<file path="src/rtl/p2f_pkg.sv">
package p2f_pkg;

	localparam int PAGE_W  = 32;
	localparam int FRAME_W = 16;
	localparam int REQ_W   = 2;
	localparam int STAT_W  = 2;

	typedef enum logic [REQ_W-1:0] {
		REQ_LOOKUP = 2'd0,
		REQ_INSERT = 2'd1,
		REQ_REMOVE = 2'd2
	} req_code_t;

	typedef enum logic [STAT_W-1:0] {
		ST_OK      = 2'd0,
		ST_MISSING = 2'd1,
		ST_FULL    = 2'd2
	} status_t;

	// one slot of a row as it sits in the row memory
	typedef struct packed {
		logic               valid;
		logic [PAGE_W-1:0]  page;
		logic [FRAME_W-1:0] frame;
	} slot_t;

	typedef struct packed {
		logic               found;
		logic [FRAME_W-1:0] frame_out;
		logic [STAT_W-1:0]  status;
	} rsp_t;

endpackage

</file>
<file path="src/rtl/p2f_row_update.sv">
module p2f_row_update #(
	parameter int SLOTS = 8
) (
	input  p2f_pkg::slot_t [SLOTS-1:0]   row,
	input  logic [p2f_pkg::REQ_W-1:0]    req_type,
	input  logic [p2f_pkg::PAGE_W-1:0]   page_id,
	input  logic [p2f_pkg::FRAME_W-1:0]  frame_in,
	output p2f_pkg::slot_t [SLOTS-1:0]   new_row,
	output logic                         we,
	output p2f_pkg::rsp_t                result
);
	import p2f_pkg::*;

	localparam int SLOT_W = (SLOTS > 1) ? $clog2(SLOTS) : 1;

	logic [SLOTS-1:0]  hit_vec;
	logic [SLOTS-1:0]  empty_vec;
	logic [SLOT_W-1:0] hit_idx;
	logic [SLOT_W-1:0] empty_idx;
	logic              has_hit;
	logic              has_empty;

	always_comb begin
		for (int s = 0; s < SLOTS; s++) begin
			hit_vec[s]   = row[s].valid && (row[s].page == page_id);
			empty_vec[s] = !row[s].valid;
		end
	end

	// first hit and first free slot in row order
	always_comb begin
		hit_idx   = '0;
		empty_idx = '0;
		for (int s = SLOTS - 1; s >= 0; s--) begin
			if (hit_vec[s])
				hit_idx = SLOT_W'(s);
			if (empty_vec[s])
				empty_idx = SLOT_W'(s);
		end
		has_hit   = |hit_vec;
		has_empty = |empty_vec;
	end

	always_comb begin
		new_row          = row;
		we               = 1'b0;
		result.found     = has_hit;
		result.frame_out = '0;
		result.status    = ST_OK;
		case (req_type)
			REQ_INSERT: begin
				if (has_hit) begin
					new_row[hit_idx].frame = frame_in;
					we = 1'b1;
				end else if (has_empty) begin
					new_row[empty_idx].valid = 1'b1;
					new_row[empty_idx].page  = page_id;
					new_row[empty_idx].frame = frame_in;
					we = 1'b1;
				end else begin
					result.status = ST_FULL;
				end
			end
			REQ_REMOVE: begin
				if (has_hit) begin
					result.frame_out = row[hit_idx].frame;
					new_row[hit_idx].valid = 1'b0;
					we = 1'b1;
				end else begin
					result.status = ST_MISSING;
				end
			end
			default: begin
				// lookup, and the unused code behaves the same
				if (has_hit)
					result.frame_out = row[hit_idx].frame;
				else
					result.status = ST_MISSING;
			end
		endcase
	end

endmodule

</file>
<file path="config.mk">
export PLATFORM = sky130hd
export DESIGN_NAME = p2f_row_update
export DESIGN_NICKNAME = d
export VERILOG_FILES = /design/src/rtl/p2f_pkg.sv /design/src/rtl/p2f_row_update.sv
export SDC_FILE = /design/constraint.sdc
export NUM_CORES = 1
export LEC_CHECK = 0
export BUFFER_PORTS_ARGS = -buffer_cell sky130_fd_sc_hd__buf_2
export CORE_AREA = 3 3 333 335
export DETAILED_ROUTE_END_ITERATION = 7
export DIE_AREA = 0 0 336 338
export GPL_TIMING_DRIVEN = 0
export PLACE_DENSITY = 0.3
export SLEW_MARGIN = 20
export SYNTH_ARGS = -nofsm -noshare
export SYNTH_HDL_FRONTEND = slang
export SYNTH_SLANG_ARGS = --single-unit
</file>
<file path="constraint.sdc">
create_clock -name vclk -period 9.4
set_clock_uncertainty 0.15 [all_clocks]
set_input_delay 1.88 -clock vclk [all_inputs]
set_output_delay 1.88 -clock vclk [all_outputs]
set_load 0.005 [all_outputs]
</file>
==> summary.md <==
| Metric | Value |
|---|---|
| Worst-Margin Slew | 1.26 ns |
| Commonest non-fill, non-tap cell in the layout | buf_2 |
| # IOs | 854 |
| Die area | 114000 sq um |
| Initial Util | 8.66% |
| Vias in the first global route | 15500 |
| Max-slew headroom | 15.6% |
| CP Data Arrival Time | 6.80 ns |
| Pre-CTS WS | -0.173 ns |
| Finished layout cell area | 15400 sq um |
| Max-cap violations | 0 |
| Clock buffers | 0 |
| Crit path kind | primary input to output port |
| Vias per cell | 4.55 |
| Sw Ratio | 63.2% |
| Die H | 338 microns |
| Worst hold path type | primary input to output port |
| Hold_buf cts | 0 |
| Setup bufs post-CTS | 0 |
| Final setup vio count | 0 |
| Crit-path slowest cell | clkbuf_1 |
| Min Clock Period, post-route | 8.83 ns |
| Total GRT Usage | 23.5% |
| Max-slew violations | 0 |
| Count of flip-flops and latches | 0 |
| Cell Area, Synth | 9390 sq um |
| Dominant cells by area after synthesis | a22o_1 (35%), xor2_1 (19%), xnor2_1 (4.8%), nor4_1 (4.7%), buf_2 (3.9%) |
| CP Launch Type | primary input |
| Pwr/cell area | 66.7 nW/um^2 |
| Final worst slack | 0.572 ns |
| Worst-path cell chain | buf_2 -> buf_4 -> xnor2_1 -> nand4_1 -> nor4_4 -> nand4_1 -> a21oi_4 -> clkbuf_1 -> a22o_1 -> buf_2 |
| Worst EP required | 7.37 ns |
| Crit end category | output port |
| Layout Nets | 2478 |
| CP peak stage delay | 0.84 ns |
| Sw Pwr | 0.650 mW |
| Site row count | 121 |
| GPL Wtd Cong | 0.869 |
| Number of port buffers | 806 |
| Cell taking the most area after synthesis | a22o_1 |
| Filler cells | 12800 |
| DR vias | 15800 |
| Remaining antenna violation count after routing | 0 |
| Sequential fraction of design power | 0% |
| Final total power | 1.03 mW |
| Status | complete, no violations |
| CP startpoint | page_id[22] |
| Die width | 336 microns |
| Core Box Area | 108000 sq um |
| Drt drc | 0 |
| Synth warnings | 0 |
| Sequential area share after synthesis | 0% |
| GR Overflow Total | 0 |
| Area Overhead vs Synth | 64.1% |
| Commonest non-fill, non-tap cells in the layout | buf_2 (881), a22o_1 (370), xor2_1 (205) |
| Synth unique cells | 69 |
| Syn Inst Count | 1216 |
| Routed wire length | 143000 microns |
| Lkg Pwr | 7.44 nW |
| Largest net degree at the start of global routing | 11 |
| Unrepaired setup endpoints after global routing | false |
| Final core utilization | 14.2% |
| Final Hold Vio Count | 0 |
| Critical path endpoint | new_row[157] |
| Internal | 0.378 mW |
| Initial antenna violation count | 59 |
| Combinational share of power | 100.0% |
| Area post-placement | 15400 sq um |
| DR pass1 iterations | 5 |
| Period utilization | 93.9% |
| Register area | 0 sq um |
| Drt wl/cell | 41.2 microns |
| Yosys top cell area share | 34.5% |
| Net count after synthesis | 1660 |
| Clk network pwr share | 0% |
| Max IR drop VDD | 0.0346 mV |
| First-iteration detailed-routing DRC count | 1062 |
| Avg Inst Size Synth | 7.72 sq um |
| Share of cells above drive strength 1 | 48.4% |
| Global-route wire length before repair | 173000 microns |
| Maximum clock rate | 0.113 GHz |
| Critical path fanouts, max | 10 |
| DP Wirelength | 117000 microns |
## power groups by stage
stage / clock (mW) / combinational (mW) / sequential, mW
after global routing: 0.0000000717 / 1.09 / 0
after CTS: 0 / 1.03 / 0
after global placement: 0 / 1.03 / 0
final: 0.000000217 / 1.03 / 0
after detailed placement: 0 / 1.03 / 0
after floorplan: 0 / 0.412 / 0
## per-stage QoR
step,std cells,setup TNS (ns),hold WS (ns)
after floorplan,1216,0,3.70
after global placement,3436,-9.02,3.91
after detailed placement,3446,-1.58,3.91
after CTS,3446,0,3.91
after global routing,3451,0,3.93
final,3461,0,3.91
## synthesized netlist by cell type, types with 11 or more instances
library cell and count:
buf_6 20, nand2_1 25, buf_4 27, nand4_1 22, nor4_1 70, inv_1 18
xor2_1 205, nand3_1 18, o21ai_0 14, buf_2 74, xnor2_1 51, mux2i_1 12
a22o_1 370, buf_1 18, a32o_1 16, clkbuf_1 29, nor3_1 23, and3_1 11
nor2_1 25
## routing by layer
| layer | vias to the layer above | global-route usage [%] | share of wire, % |
|---|---|---|---|
| met1 | 7929 | 26.9 | 38 |
| met2 | 1099 | 42.3 | 49 |
| met3 | 211 | 7.75 | 9.9 |
| met5 | - | 0 | 0.11 |
| met4 | 26 | 5.06 | 2.9 |
| li1 | 6488 | - | - |
## worst max-delay path: cells and delay by family
family,cells,cell delay (ns)
buf+inv,4,1.90
xor+xnor,1,0.18
compound gates,2,1.04
simple gates,3,1.72
## cell type report
| type | count | area (sq um) | share of cell area, % |
|---|---|---|---|
| antenna | 15 | 37.5 | 0.244 |
| buffer | 168 | 975 | 6.32 |
| inverter | 18 | 67.6 | 0.438 |
| multi-input combinational | 1030 | 8440 | 54.8 |
| tap | 1414 | 1770 | 11.5 |
| timing repair buffer | 816 | 4120 | 26.7 |
## timing repair
action | 4_1_cts | 5_1_grt
endpoints found under the hold margin | 0 | 0
endpoints found under the setup margin | 10 | 0
gates resized for setup | 1 | 0
## worst min-delay path by stage
stage                     slack, ns  startpoint  cells after the start           end
after floorplan                3.70     row[48]                      2   new_row[48]
after global placement         3.91    row[159]                      3  new_row[159]
after detailed placement       3.91    row[159]                      3  new_row[159]
after CTS                      3.91    row[159]                      3  new_row[159]
after global routing           3.93    row[106]                      3  new_row[106]
final                          3.91    row[159]                      3  new_row[159]
## cell families after synthesis
logic type      synth area share (%)
compound gates                  47.4
xor+xnor                        23.9
fa+ha+maj                      0.266
buf+inv                         11.1
mux                             1.28
simple gates                    16.1
Note: power is estimated with default switching activity, not from simulation.
